--- config.mk ---
export PLATFORM = sky130hd
export DESIGN_NAME = move_with_extend_execute_unit
export DESIGN_NICKNAME = d
export VERILOG_FILES = /design/src/rtl/core/mweu_pkg.sv /design/src/rtl/core/move_with_extend_execute_unit.sv
export VERILOG_INCLUDE_DIRS = /design/src /design/src/rtl/core
export SDC_FILE = /design/constraint.sdc
export NUM_CORES = 2
export LEC_CHECK = 0
export ABC_CLOCK_PERIOD_IN_PS = 13740
export BUFFER_PORTS_ARGS = -buffer_cell sky130_fd_sc_hd__buf_2
export CAP_MARGIN = 20
export CORE_MARGIN = 2
export CORE_UTILIZATION = 50
export DETAILED_ROUTE_END_ITERATION = 10
export PLACE_DENSITY = 0.67
export SYNTH_ARGS = -nofsm -noshare
export SYNTH_HDL_FRONTEND = slang
export SYNTH_SLANG_ARGS = --single-unit
--- constraint.sdc ---
create_clock -name clk -period 13.74 [get_ports clk]
set_input_delay 0.687 -clock clk [delete_from_list [all_inputs] [get_ports clk]]
set_output_delay 0.687 -clock clk [all_outputs]
set_load 0.01 [all_outputs]
--- src/rtl/core/move_with_extend_execute_unit_macros.svh ---
// Assertion macros for the move-with-extend execute unit.
// Included by the top level; no other dependencies.
`ifndef MOVE_WITH_EXTEND_EXECUTE_UNIT_MACROS_SVH
`define MOVE_WITH_EXTEND_EXECUTE_UNIT_MACROS_SVH

`ifndef ASSERT_OFF
// same-cycle implication
`define MWEU_ASSERT_IMPLY(lbl, clk, rst_n, ante, cons) \
  lbl: assert property (@(posedge clk) disable iff (!rst_n) (ante) |-> (cons)) \
    else $error("mweu assertion failed");
// next-cycle implication
`define MWEU_ASSERT_NEXT(lbl, clk, rst_n, ante, cons) \
  lbl: assert property (@(posedge clk) disable iff (!rst_n) (ante) |=> (cons)) \
    else $error("mweu assertion failed");
`else
`define MWEU_ASSERT_IMPLY(lbl, clk, rst_n, ante, cons)
`define MWEU_ASSERT_NEXT(lbl, clk, rst_n, ante, cons)
`endif

`endif

--- src/rtl/core/mweu_pkg.sv ---
// Package for the move-with-extend execute unit: item codes, addressing
// mode codes and extension helpers. No dependencies.
`timescale 1ns / 1ps
`default_nettype none

package mweu_pkg;

  // item kinds on the input channel
  localparam logic [1:0] OP_WRITE_REG   = 2'd0;
  localparam logic [1:0] OP_EXECUTE     = 2'd1;
  localparam logic [1:0] OP_DATA_RETURN = 2'd2;

  typedef enum logic [2:0] {
    ST_DONE        = 3'd0,
    ST_MEM_READ    = 3'd1,
    ST_UNHANDLED   = 3'd2,
    ST_REG_WRITTEN = 3'd3,
    ST_IGNORED     = 3'd4
  } status_t;

  // instruction match: 0111 ddd 1 oo eeeeee
  localparam logic [15:0] OPC_MASK  = 16'hF100;
  localparam logic [15:0] OPC_MATCH = 16'h7100;

  // effective address mode field
  localparam logic [2:0] EA_DREG    = 3'd0;
  localparam logic [2:0] EA_AREG    = 3'd1;
  localparam logic [2:0] EA_IND     = 3'd2;
  localparam logic [2:0] EA_POSTINC = 3'd3;
  localparam logic [2:0] EA_PREDEC  = 3'd4;
  localparam logic [2:0] EA_DISP    = 3'd5;
  localparam logic [2:0] EA_INDEX   = 3'd6;
  localparam logic [2:0] EA_SPECIAL = 3'd7;

  // register field under the special mode
  localparam logic [2:0] EA7_ABS_W    = 3'd0;
  localparam logic [2:0] EA7_ABS_L    = 3'd1;
  localparam logic [2:0] EA7_PC_DISP  = 3'd2;
  localparam logic [2:0] EA7_PC_INDEX = 3'd3;
  localparam logic [2:0] EA7_IMM      = 3'd4;

  // extend kinds (oo field)
  localparam logic [1:0] EXT_MVS_B = 2'd0;
  localparam logic [1:0] EXT_MVS_W = 2'd1;
  localparam logic [1:0] EXT_MVZ_B = 2'd2;
  localparam logic [1:0] EXT_MVZ_W = 2'd3;

  localparam logic [4:0] REG_INDEX_CC = 5'd16;
  localparam int unsigned CC_X_BIT = 4;

  function automatic logic [31:0] sx8(input logic [7:0] v);
    return {{24{v[7]}}, v};
  endfunction

  function automatic logic [31:0] sx16(input logic [15:0] v);
    return {{16{v[15]}}, v};
  endfunction

  function automatic logic [31:0] extend_value(input logic [1:0] kind,
                                               input logic [31:0] src);
    logic [31:0] r;
    unique case (kind)
      EXT_MVS_B: r = sx8(src[7:0]);
      EXT_MVS_W: r = sx16(src[15:0]);
      EXT_MVZ_B: r = {24'd0, src[7:0]};
      EXT_MVZ_W: r = {16'd0, src[15:0]};
      default:   r = src;
    endcase
    return r;
  endfunction

endpackage

`default_nettype wire

--- src/rtl/core/move_with_extend_execute_unit.sv ---
// Move-with-extend execute unit (MVS/MVZ into a data register), top level.
// Depends on mweu_pkg and move_with_extend_execute_unit_macros.svh.
//
//  channel | handshake             | payload
//  --------+-----------------------+---------------------------------------------
//  in      | in_valid / in_stall   | opcode, instr word, ext words, pc, data, reg
//  out     | out_valid / out_stall | status, read request, Dn write, flags, pc, An
//
// One item per cycle sustained while out_stall is low. An accepted item is held in the input
// register (register file read ports are registered there, with write bypass),
// is decoded and executed in one pass, and lands in the output register.
// The result reaches out_valid through the input register and then the output register.
// Synchronous active-low reset clears the valid flags, register-file valid bits,
// condition codes and the pending-read state; registers not yet written read 0.
// A stalled output holds the input stage; in_stall rises only when both stages
// are full and the output is stalled.
`timescale 1ns / 1ps
`default_nettype none

`include "move_with_extend_execute_unit_macros.svh"

module move_with_extend_execute_unit (
  input  wire logic        clk,
  input  wire logic        rst_n,
  // input channel
  input  wire logic        in_valid,
  output logic             in_stall,
  input  wire logic [1:0]  in_opcode,
  input  wire logic [15:0] in_instr_word,
  input  wire logic [15:0] in_ext_word_first,
  input  wire logic [15:0] in_ext_word_second,
  input  wire logic [31:0] in_ext_addr,
  input  wire logic [15:0] in_mem_data,
  input  wire logic [4:0]  in_reg_index,
  input  wire logic [31:0] in_reg_value,
  // result channel
  output logic             out_valid,
  input  wire logic        out_stall,
  output logic [2:0]       out_status,
  output logic [31:0]      out_mem_address,
  output logic             out_mem_byte,
  output logic [2:0]       out_dest_reg,
  output logic [31:0]      out_dest_value,
  output logic [4:0]       out_cond_codes,
  output logic [31:0]      out_next_pc,
  output logic [2:0]       out_addr_reg_index,
  output logic [31:0]      out_addr_reg_value,
  output logic             out_addr_reg_changed
);
  import mweu_pkg::*;

  // ---------------------------------------------------------------------------
  // Handshake and stage control
  // ---------------------------------------------------------------------------
  logic s1_valid_r;
  logic out_valid_r;
  logic in_acc;
  logic s1_adv;

  // stage 1 advances when the output register is free or being emptied
  assign s1_adv   = s1_valid_r && (!out_valid_r || !out_stall);
  assign in_stall = s1_valid_r && out_valid_r && out_stall;
  assign in_acc   = in_valid && !in_stall;

  // ---------------------------------------------------------------------------
  // Input register
  // ---------------------------------------------------------------------------
  logic [1:0]  s1_op_r;
  logic [15:0] s1_iw_r;
  logic [15:0] s1_e1_r;
  logic [15:0] s1_e2_r;
  logic [31:0] s1_pc_r;
  logic [15:0] s1_md_r;
  logic [4:0]  s1_ri_r;
  logic [31:0] s1_rv_r;

  always_ff @(posedge clk) begin
    if (!rst_n) begin
      s1_valid_r <= 1'b0;
    end else if (in_acc) begin
      s1_valid_r <= 1'b1;
    end else if (s1_adv) begin
      s1_valid_r <= 1'b0;
    end
  end

  always_ff @(posedge clk) begin
    if (in_acc) begin
      s1_op_r <= in_opcode;
      s1_iw_r <= in_instr_word;
      s1_e1_r <= in_ext_word_first;
      s1_e2_r <= in_ext_word_second;
      s1_pc_r <= in_ext_addr;
      s1_md_r <= in_mem_data;
      s1_ri_r <= in_reg_index;
      s1_rv_r <= in_reg_value;
    end
  end

  // ---------------------------------------------------------------------------
  // Register file: D0-D7 then A0-A7, one write port, two registered reads.
  // Read A serves Dn (data register direct) or An; read B the brief index reg.
  // ---------------------------------------------------------------------------
  logic [31:0] rf_mem [16];
  logic [15:0] rf_vld_r;
  logic        rf_we;
  logic [3:0]  rf_wa;
  logic [31:0] rf_wd;
  logic        rf_wr;
  logic [3:0]  rd_a_addr;
  logic [3:0]  rd_b_addr;
  logic [31:0] rd_a_r;
  logic [31:0] rd_b_r;

  assign rf_wr     = s1_adv && rf_we;
  assign rd_a_addr = {in_instr_word[5:3] != EA_DREG, in_instr_word[2:0]};
  assign rd_b_addr = {in_ext_word_first[15], in_ext_word_first[14:12]};

  always_ff @(posedge clk) begin
    if (rf_wr) begin
      rf_mem[rf_wa] <= rf_wd;
    end
  end

  always_ff @(posedge clk) begin
    if (!rst_n) begin
      rf_vld_r <= '0;
    end else if (rf_wr) begin
      rf_vld_r[rf_wa] <= 1'b1;
    end
  end

  // reads see a write retiring on the same edge
  always_ff @(posedge clk) begin
    if (in_acc) begin
      if (rf_wr && rf_wa == rd_a_addr) begin
        rd_a_r <= rf_wd;
      end else if (rf_vld_r[rd_a_addr]) begin
        rd_a_r <= rf_mem[rd_a_addr];
      end else begin
        rd_a_r <= '0;
      end
      if (rf_wr && rf_wa == rd_b_addr) begin
        rd_b_r <= rf_wd;
      end else if (rf_vld_r[rd_b_addr]) begin
        rd_b_r <= rf_mem[rd_b_addr];
      end else begin
        rd_b_r <= '0;
      end
    end
  end

  // ---------------------------------------------------------------------------
  // Architectural state besides the register file
  // ---------------------------------------------------------------------------
  logic [4:0]  cc_r, cc_nxt;
  logic        await_r, await_nxt;
  logic [2:0]  pdest_r, pdest_nxt;
  logic [1:0]  pmode_r, pmode_nxt;
  logic [31:0] ppc_r, ppc_nxt;

  always_ff @(posedge clk) begin
    if (!rst_n) begin
      cc_r    <= '0;
      await_r <= 1'b0;
      pdest_r <= '0;
      pmode_r <= '0;
      ppc_r   <= '0;
    end else if (s1_adv) begin
      cc_r    <= cc_nxt;
      await_r <= await_nxt;
      pdest_r <= pdest_nxt;
      pmode_r <= pmode_nxt;
      ppc_r   <= ppc_nxt;
    end
  end

  // ---------------------------------------------------------------------------
  // Decode and address generation
  // ---------------------------------------------------------------------------
  logic [2:0]  dx;
  logic [1:0]  om;
  logic [2:0]  ea_mode;
  logic [2:0]  rn;
  logic        is_byte;
  logic [31:0] step;
  logic [31:0] an_inc;
  logic [31:0] an_dec;
  logic [31:0] rel_base;
  logic [31:0] disp_addr;
  logic [31:0] idx_ext;
  logic [31:0] idx_scaled;
  logic [31:0] idx_addr;

  assign dx      = s1_iw_r[11:9];
  assign om      = s1_iw_r[7:6];
  assign ea_mode = s1_iw_r[5:3];
  assign rn      = s1_iw_r[2:0];
  assign is_byte = (om == EXT_MVS_B) || (om == EXT_MVZ_B);
  // A7 keeps word alignment for byte steps
  assign step    = (is_byte && rn != 3'd7) ? 32'd1 : 32'd2;
  assign an_inc  = rd_a_r + step;
  assign an_dec  = rd_a_r - step;

  // base is An for its own modes, the extension-word pc for pc-relative
  assign rel_base   = (ea_mode == EA_SPECIAL) ? s1_pc_r : rd_a_r;
  assign disp_addr  = rel_base + sx16(s1_e1_r);
  assign idx_ext    = s1_e1_r[11] ? rd_b_r : sx16(rd_b_r[15:0]);
  assign idx_scaled = idx_ext << s1_e1_r[10:9];
  assign idx_addr   = rel_base + idx_scaled + sx8(s1_e1_r[7:0]);

  // ---------------------------------------------------------------------------
  // Execute
  // ---------------------------------------------------------------------------
  status_t     st;
  logic [31:0] r_mem_addr;
  logic        r_mem_byte;
  logic [2:0]  r_dreg;
  logic [31:0] r_dval;
  logic [31:0] r_npc;
  logic [2:0]  r_ar_idx;
  logic [31:0] r_ar_val;
  logic        r_ar_chg;
  logic        fin_en;
  logic [2:0]  fin_dest;
  logic [1:0]  fin_mode;
  logic [31:0] fin_src;
  logic [31:0] fin_val;
  logic        mem_req;
  logic [31:0] ea_addr;
  logic [31:0] npc;

  assign fin_val = extend_value(fin_mode, fin_src);

  always_comb begin
    st         = ST_IGNORED;
    r_mem_addr = '0;
    r_mem_byte = 1'b0;
    r_dreg     = '0;
    r_dval     = '0;
    r_npc      = '0;
    r_ar_idx   = '0;
    r_ar_val   = '0;
    r_ar_chg   = 1'b0;
    cc_nxt     = cc_r;
    await_nxt  = await_r;
    pdest_nxt  = pdest_r;
    pmode_nxt  = pmode_r;
    ppc_nxt    = ppc_r;
    rf_we      = 1'b0;
    rf_wa      = '0;
    rf_wd      = '0;
    fin_en     = 1'b0;
    fin_dest   = dx;
    fin_mode   = om;
    fin_src    = rd_a_r;
    mem_req    = 1'b0;
    ea_addr    = rd_a_r;
    npc        = s1_pc_r;

    unique case (s1_op_r)
      OP_WRITE_REG: begin
        if (!s1_ri_r[4]) begin
          rf_we = 1'b1;
          rf_wa = s1_ri_r[3:0];
          rf_wd = s1_rv_r;
          st    = ST_REG_WRITTEN;
        end else if (s1_ri_r == REG_INDEX_CC) begin
          cc_nxt = s1_rv_r[4:0];
          st     = ST_REG_WRITTEN;
        end
      end
      OP_DATA_RETURN: begin
        if (await_r) begin
          await_nxt = 1'b0;
          fin_en    = 1'b1;
          fin_dest  = pdest_r;
          fin_mode  = pmode_r;
          fin_src   = {16'd0, s1_md_r};
          npc       = ppc_r;
        end
      end
      OP_EXECUTE: begin
        if (!await_r) begin
          if ((s1_iw_r & OPC_MASK) != OPC_MATCH) begin
            st = ST_UNHANDLED;
          end else begin
            unique case (ea_mode)
              EA_DREG: begin
                fin_en = 1'b1;
              end
              EA_IND: begin
                mem_req = 1'b1;
              end
              EA_POSTINC: begin
                mem_req  = 1'b1;
                rf_we    = 1'b1;
                rf_wa    = {1'b1, rn};
                rf_wd    = an_inc;
                r_ar_idx = rn;
                r_ar_val = an_inc;
                r_ar_chg = 1'b1;
              end
              EA_PREDEC: begin
                mem_req  = 1'b1;
                ea_addr  = an_dec;
                rf_we    = 1'b1;
                rf_wa    = {1'b1, rn};
                rf_wd    = an_dec;
                r_ar_idx = rn;
                r_ar_val = an_dec;
                r_ar_chg = 1'b1;
              end
              EA_DISP: begin
                mem_req = 1'b1;
                ea_addr = disp_addr;
                npc     = s1_pc_r + 32'd2;
              end
              EA_INDEX: begin
                mem_req = 1'b1;
                ea_addr = idx_addr;
                npc     = s1_pc_r + 32'd2;
              end
              EA_SPECIAL: begin
                unique case (rn)
                  EA7_ABS_W: begin
                    mem_req = 1'b1;
                    ea_addr = sx16(s1_e1_r);
                    npc     = s1_pc_r + 32'd2;
                  end
                  EA7_ABS_L: begin
                    mem_req = 1'b1;
                    ea_addr = {s1_e1_r, s1_e2_r};
                    npc     = s1_pc_r + 32'd4;
                  end
                  EA7_PC_DISP: begin
                    mem_req = 1'b1;
                    ea_addr = disp_addr;
                    npc     = s1_pc_r + 32'd2;
                  end
                  EA7_PC_INDEX: begin
                    mem_req = 1'b1;
                    ea_addr = idx_addr;
                    npc     = s1_pc_r + 32'd2;
                  end
                  EA7_IMM: begin
                    fin_en  = 1'b1;
                    fin_src = {16'd0, s1_e1_r};
                    npc     = s1_pc_r + 32'd2;
                  end
                  default: begin
                    st = ST_UNHANDLED;
                  end
                endcase
              end
              default: begin
                // address register direct
                st = ST_UNHANDLED;
              end
            endcase
          end
        end
      end
      default: begin
        st = ST_IGNORED;
      end
    endcase

    if (fin_en) begin
      rf_we  = 1'b1;
      rf_wa  = {1'b0, fin_dest};
      rf_wd  = fin_val;
      cc_nxt = {cc_r[CC_X_BIT], fin_val[31], fin_val == 32'd0, 2'b00};
      st     = ST_DONE;
      r_dreg = fin_dest;
      r_dval = fin_val;
      r_npc  = npc;
    end

    if (mem_req) begin
      await_nxt  = 1'b1;
      pdest_nxt  = dx;
      pmode_nxt  = om;
      ppc_nxt    = npc;
      st         = ST_MEM_READ;
      r_mem_addr = ea_addr;
      r_mem_byte = is_byte;
      r_npc      = npc;
    end
  end

  // ---------------------------------------------------------------------------
  // Output register
  // ---------------------------------------------------------------------------
  status_t     out_status_r;
  logic [31:0] out_mem_address_r;
  logic        out_mem_byte_r;
  logic [2:0]  out_dest_reg_r;
  logic [31:0] out_dest_value_r;
  logic [4:0]  out_cond_codes_r;
  logic [31:0] out_next_pc_r;
  logic [2:0]  out_ar_idx_r;
  logic [31:0] out_ar_val_r;
  logic        out_ar_chg_r;

  always_ff @(posedge clk) begin
    if (!rst_n) begin
      out_valid_r <= 1'b0;
    end else if (s1_adv) begin
      out_valid_r <= 1'b1;
    end else if (!out_stall) begin
      out_valid_r <= 1'b0;
    end
  end

  always_ff @(posedge clk) begin
    if (s1_adv) begin
      out_status_r      <= st;
      out_mem_address_r <= r_mem_addr;
      out_mem_byte_r    <= r_mem_byte;
      out_dest_reg_r    <= r_dreg;
      out_dest_value_r  <= r_dval;
      out_cond_codes_r  <= cc_nxt;
      out_next_pc_r     <= r_npc;
      out_ar_idx_r      <= r_ar_idx;
      out_ar_val_r      <= r_ar_val;
      out_ar_chg_r      <= r_ar_chg;
    end
  end

  assign out_valid            = out_valid_r;
  assign out_status           = out_status_r;
  assign out_mem_address      = out_mem_address_r;
  assign out_mem_byte         = out_mem_byte_r;
  assign out_dest_reg         = out_dest_reg_r;
  assign out_dest_value       = out_dest_value_r;
  assign out_cond_codes       = out_cond_codes_r;
  assign out_next_pc          = out_next_pc_r;
  assign out_addr_reg_index   = out_ar_idx_r;
  assign out_addr_reg_value   = out_ar_val_r;
  assign out_addr_reg_changed = out_ar_chg_r;

  // ---------------------------------------------------------------------------
  // Assertions
  // ---------------------------------------------------------------------------
  // a read request on display means the unit is waiting for its data
  `MWEU_ASSERT_IMPLY(a_req_pending, clk, rst_n,
    out_valid_r && out_status_r == ST_MEM_READ, await_r)
  // an instruction arriving while data is outstanding is dropped
  `MWEU_ASSERT_NEXT(a_exec_while_wait, clk, rst_n,
    s1_adv && await_r && s1_op_r == OP_EXECUTE, out_status_r == ST_IGNORED)
  // address register updates come only with a memory read
  `MWEU_ASSERT_IMPLY(a_an_update_with_read, clk, rst_n,
    out_valid_r && out_ar_chg_r, out_status_r == ST_MEM_READ)

endmodule

`default_nettype wire
* Yosys cells after proc, flatten, opt, wreduce, memory -nomap -nowiden *
Memory sizes are Yosys's and may differ from the RTL's.
Index checks and enable logic that the tools add are counted.

operators by class
  reduce and logical (&&, ||, !) cells = 34
  add/sub/neg operators = 7
  eq/ne operators = 22
  $lt $le $gt $ge = 4
  shifts and indexed selects = 1
  bitwise operators = 3
  multiplexer cells = 86

operator list
  operator                                                                      number
  32-bit 2-to-1 mux                                                             18
  32-bit case mux with 4 select lines                                           3
  32-bit case mux with 2 select lines                                           5
  32-bit adder                                                                  3
  16-bit 2-to-1 mux                                                             5
  32-bit by 2-bit adder with 32-bit output                                      1
  32-bit by 2-bit adder with 32-bit output, second input constant               1
  32-bit by 3-bit adder with 32-bit output, second input constant               1
  32-bit logical NOT                                                            1
  16-bit case mux with 2 select lines                                           1
  32-bit by 2-bit left shift with 32-bit output                                 1
  32-bit by 2-bit subtractor with 32-bit output                                 1
  1-bit 2-to-1 mux                                                              25
  3-bit 2-to-1 mux                                                              7
  4-bit 2-to-1 mux                                                              5
  5-bit 2-to-1 mux                                                              4
  16-bit bitwise OR                                                             1
  3-bit == test, second input constant                                          5
  4-bit by 5-bit less-than comparator with 1-bit output, second input constant  3
  3-bit by 2-bit == test with 1-bit output, second input constant               4
  3-bit case mux with 2 select lines                                            2
  4-bit OR reduction                                                            3
  5-bit OR reduction                                                            2
  1-bit logical AND                                                             9
  other kinds (24)                                                              46

storage, ports and cells
  memories = 1
  bits in writable memories = 512
  logic and storage cells = 187
  flip-flop bits (word level) = 404
  output and inout port bits = 146
  input port bits = 139

memory list
  name    words  bits a word  rd ports  clocked after Yosys merged registers in  wr ports  line                                  text
  rf_mem  16     32           2         0                                        1         move_with_extend_execute_unit.sv:104  logic [31:0] rf_mem [16];

* Logic depth before layout (Yosys ltp) *
  word-level depth = 12
  gate-level depth with buffers = 23
  depth with buffers taken out = 17

* Worst setup path before layout *
OpenSTA, ideal clock, no wires.

  kind = input-to-reg
  from = in out_stall
  to = reg rd_a_r[0] (enable)
  stages on the path = 2
  library setup time = 0.783 ns
  path buffers = 0
  slack = 3.283 ns
  required time = 12.957 ns
  data arrival time = 9.673 ns
  cell sequence = and3_1 > nor2b_1

on the way
  longest elaborated chain between the ends = 3

RTL lines
  what                  line                                  text
  from (decl)           move_with_extend_execute_unit.sv:38   input wire logic out_stall,
  1-bit logical AND     move_with_extend_execute_unit.sv:62   assign in_stall = s1_valid_r && out_valid_r && out_stall;
  1-bit logical NOT     move_with_extend_execute_unit.sv:63   assign in_acc = in_valid && !in_stall;
  1-bit logical AND     move_with_extend_execute_unit.sv:63
  named net in_acc      move_with_extend_execute_unit.sv:57   logic in_acc;
  to (signal assigned)  move_with_extend_execute_unit.sv:137  rd_a_r <= rf_wd;
  to (signal assigned)  move_with_extend_execute_unit.sv:139  rd_a_r <= rf_mem[rd_a_addr];
  to (decl)             move_with_extend_execute_unit.sv:112  logic [31:0] rd_a_r;

The timed path passes the listed nets, and every way through them passes these cells.
A chain may end at the register's enable or synchronous reset.

* Worst setup path in the final report *
  from = reg s1_iw_r[5]
  to = reg out_mem_address_r[23], in the netlist out_mem_address[23], data pin

on the way
  longest elaborated chain between the ends = 9
  elaborated cells on any way between the ends = 20
  classes of those cells = add/sub (3); eq/ne (6); mux (10); reduce/logical (1)

RTL lines
  what                                 line                                                                        text
  from (decl)                          move_with_extend_execute_unit.sv:69                                         logic [15:0] s1_iw_r;
  from (signal assigned)               move_with_extend_execute_unit.sv:90                                         s1_iw_r <= in_instr_word;
  3-bit == test                        move_with_extend_execute_unit.sv:206, move_with_extend_execute_unit.sv:288
  32-bit 2-to-1 mux                    move_with_extend_execute_unit.sv:206                                        assign rel_base = (ea_mode == EA_SPECIAL) ? s1_pc_r : rd_a_r;
  32-bit adder (2 in series)           move_with_extend_execute_unit.sv:210                                        assign idx_addr = rel_base + idx_scaled + sx8(s1_e1_r[7:0]);
  32-bit case mux with 4 select lines  move_with_extend_execute_unit.sv:325                                        unique case (rn)
  32-bit case mux with 4 select lines  move_with_extend_execute_unit.sv:288                                        unique case (ea_mode)
  32-bit 2-to-1 mux                    move_with_extend_execute_unit.sv:285                                        if ((s1_iw_r & OPC_MASK) != OPC_MATCH) begin
  32-bit 2-to-1 mux                    move_with_extend_execute_unit.sv:284                                        if (!await_r) begin
  32-bit 2-to-1 mux                    move_with_extend_execute_unit.sv:261                                        unique case (s1_op_r)
  to (signal assigned)                 move_with_extend_execute_unit.sv:419                                        out_mem_address_r <= r_mem_addr;
  to (decl)                            move_with_extend_execute_unit.sv:396                                        logic [31:0] out_mem_address_r;

Parallel ways exist; a longest one is shown, timed or not.

==> impl_metrics.py <==
metrics = {
    "sta": {
        "fin_skew_ns": 0.05658,
        "drv_slew": 0,
        "hold_viol": 0,
        "min_period_ns": 6.189,
        "fmax_mhz": 161.6,
        "fin_crit_sh": 0.4504,
        "max_slew.worst_pin.slew_ns": 1.171,
        "fin_setup_tns_ns": 0,
        "max-slew-margin-rel": 0.2197,
        "setup_viol": 0,
        "rsz0062_at_grt": "no",
    },
    "synthesis": {
        "synthesis.area_sq_um": 50410,
        "synth_common_cells": "840 x edfxtp_1, 337 x mux4_2, 305 x nand2_1",
        "syn_area_per_cell_sq_um": 12.56,
        "ys_types": 94,
        "synthTopCellsByArea": "edfxtp_1 50%, mux4_2 15%, a21oi_1 2.7%, o21ai_0 2.5%, dfxtp_1 2.4%",
        "yosysMostFrequentCell": "edfxtp_1",
        "synth_ff_type": "edfxtp_1",
        "ys_async_sr_fraction": 0,
        "synth_cells": 4015,
        "yosys.area.top_type": "edfxtp_1",
        "synth_top_area_share": 0.5004,
        "yosysSeqAreaShare": 0.5246,
        "synth_fp_nets": 4260,
        "yosysWarnings": 0,
        "ys_ff_latch": 901,
        "synth_edf_count": 840,
    },
    "clock_network": {
        "h-tree-depth": 3,
        "clk_latency_ns": 0.72,
        "clk_path_buf_depth": 3,
        "clk_pin_slew_ns": 0.07,
        "numCtsBuffers": 95,
        "postCtsSetupBuffers": 0,
        "cts_tree": "yes",
        "hold_buffers": 0,
        "cts.sink_count": 901,
        "cts_resized": 0,
        "root_buffer": "clkbuf_16",
    },
    "run": {
        "maxCapViolCount": 0,
    },
    "setup_path": {
        "arrival_ns": 6.59,
        "regToRegSetupSlack_ns": 7.55,
        "worstPathMaxFanout": 49,
        "r2r_cells": 16,
        "startpoint_type": "flop",
        "cp.required_ns": 14.14,
        "crit_path_top_delay_cell": "a2111oi_0",
        "critPathKind": "flop to flop",
        "slowest_delay_ns": 0.80,
        "endpoint_kind": "flop",
        "cp_cell_sequence": "buf_4, nand3_2, buf_4, o21ai_0, inv_1, fa_1, inv_1, ha_1, a21oi_1, o211ai_1, and3_1, or3_1, a31o_2, xor2_1, a2111oi_0, a21oi_1",
    },
    "global_routing": {
        "grt_antenna_before_repair": 4,
        "grt_overflow_total": 0,
        "grt_pass1_wl_um": 249300,
        "grt.total_usage": 0.3318,
        "grt_pass1_vias": 36329,
        "grt_start_max_net_pins": 78,
    },
    "routing": {
        "via_per_inst": 6.826,
        "dr_total_vias": 38009,
        "routed_wl_um": 173700,
        "drt-initial-drc-count": 5932,
        "final_antenna_net_count": 0,
        "drt-wirelength-per-cell_um": 31.20,
        "first_pass_iters": 11,
        "drcViolationCount": 2,
    },
    "cells_and_area": {
        "largest_reg_flops": 512,
        "areaGrowthSynthToFinish_pct": 11.84,
        "drive_gt1_frac": 0.2244,
        "layout.nets": 4426,
        "top_register": "rf_mem",
    },
    "place": {
        "place_congestion": 1.038,
        "hpwl_um": 115800,
        "portBuffers": 284,
    },
    "power_and_ir_drop": {
        "p_per_area_nw_per_um2": 116.9,
        "power_mw": 6.592,
        "static-leakage-power_nw": 20.67,
        "irDropWorstVdd_uv": 102.3,
    },
    "floorplanning": {
        "io_pins": 285,
        "die_w_um": 321.5,
        "chipHeight_um": 321.5,
        "rows": 116,
        "core_sq_um": 100000,
        "die_area_sq_um": 103400,
        "start_util": 0.5041,
    },
    "min_path": {
        "whs_path_depth": 1,
        "worstHoldPathType": "primary input to flop",
    },
    "status": {
        "status": "complete, but fails checks",
        "violations": "DRC",
    },
}
==> per-layer routing <==
metal	track usage	part of all wire
met4	0.1643	0.057
met1	0.4455	0.37
met2	0.5060	0.45
met5	0	0.00026
met3	0.08224	0.12
==> logic make-up after synthesis <==
family          Yosys count  share of synthesized area
compound gates         1014                     0.1277
simple gates            940                    0.08766
flops                   901                     0.5246
buf+inv                 519                    0.04063
mux                     439                     0.1712
fa+ha+maj               106                    0.03152
xor+xnor                 96                    0.01668
==> metrics by stage <==
step / instance area (sq um) / hold slack [ns] / setup slack [ns] / instances / utilization
after floorplan: 50410 / 0.4357 / 3.283 / 4015 / -
after global placement: 53130 / 0.4423 / 7.995 / 5373 / 0.5313
after detailed placement: 53170 / 0.4491 / 7.884 / 5377 / 0.5317
after CTS: 56310 / 0.1199 / 7.837 / 5557 / 0.5631
after global routing: 56370 / 0.1313 / 7.500 / 5562 / 0.5637
final: 56380 / 0.1480 / 7.551 / 5568 / 0.5638
==> worst max-delay path: cells and delay by family (launching register included) <==
family | cells | cell delay [ns]
compound gates | 6 | 2.09
simple gates | 3 | 1.32
buf+inv | 4 | 1.14
fa+ha+maj | 2 | 0.84
flops | 1 | 0.32
xor+xnor | 1 | 0.14
==> power breakdown <==
group	switching (mW)	internal, mW
registers	0.0711	3.04
logic	0.565	0.329
clock network	1.13	1.46
total	1.76	4.83
==> final cells by class <==
| type | instances | area, sq um |
|---|---|---|
| Inverter | 197 | 744.5 |
| Timing Repair Buffer | 391 | 2275 |
| Sequential cell | 901 | 26450 |
| Tap cell | 1298 | 1624 |
| Multi-Input combinational cell | 2595 | 22140 |
| Clock buffer | 115 | 2462 |
| Fill cell | 8065 | 43620 |
| Clock inverter | 65 | 679.4 |
| Antenna cell | 6 | 15.01 |
==> cells in the final DEF (no fill, tap or decap), drive strengths merged, types with 48 or more instances in the layout <==
master  instances
edfxtp        840
buf           389
mux4          337
nand2         306
o21ai         274
a21oi         270
nor2          263
inv           199
clkbuf        117
nand3         103
mux2i          86
ha             71
dfxtp          61
nor3           59
xnor2          56
a211oi         49
clkinv         49
a21o           48
==> final timing paths <==
path | startpoint | end
worst max-delay path | s1_iw_r[5]$_DFFE_PP_ | out_mem_address[23]$_SDFFCE_PN0P_
worst min register to register | cc_r[1]$_SDFFE_PN0P_ | cc_r[1]$_SDFFE_PN0P_
worst min-delay path | in_reg_value[3] | s1_rv_r[3]$_DFFE_PP_
worst max register to register | s1_iw_r[5]$_DFFE_PP_ | out_mem_address[23]$_SDFFCE_PN0P_
(Power assumes the default switching activity.)
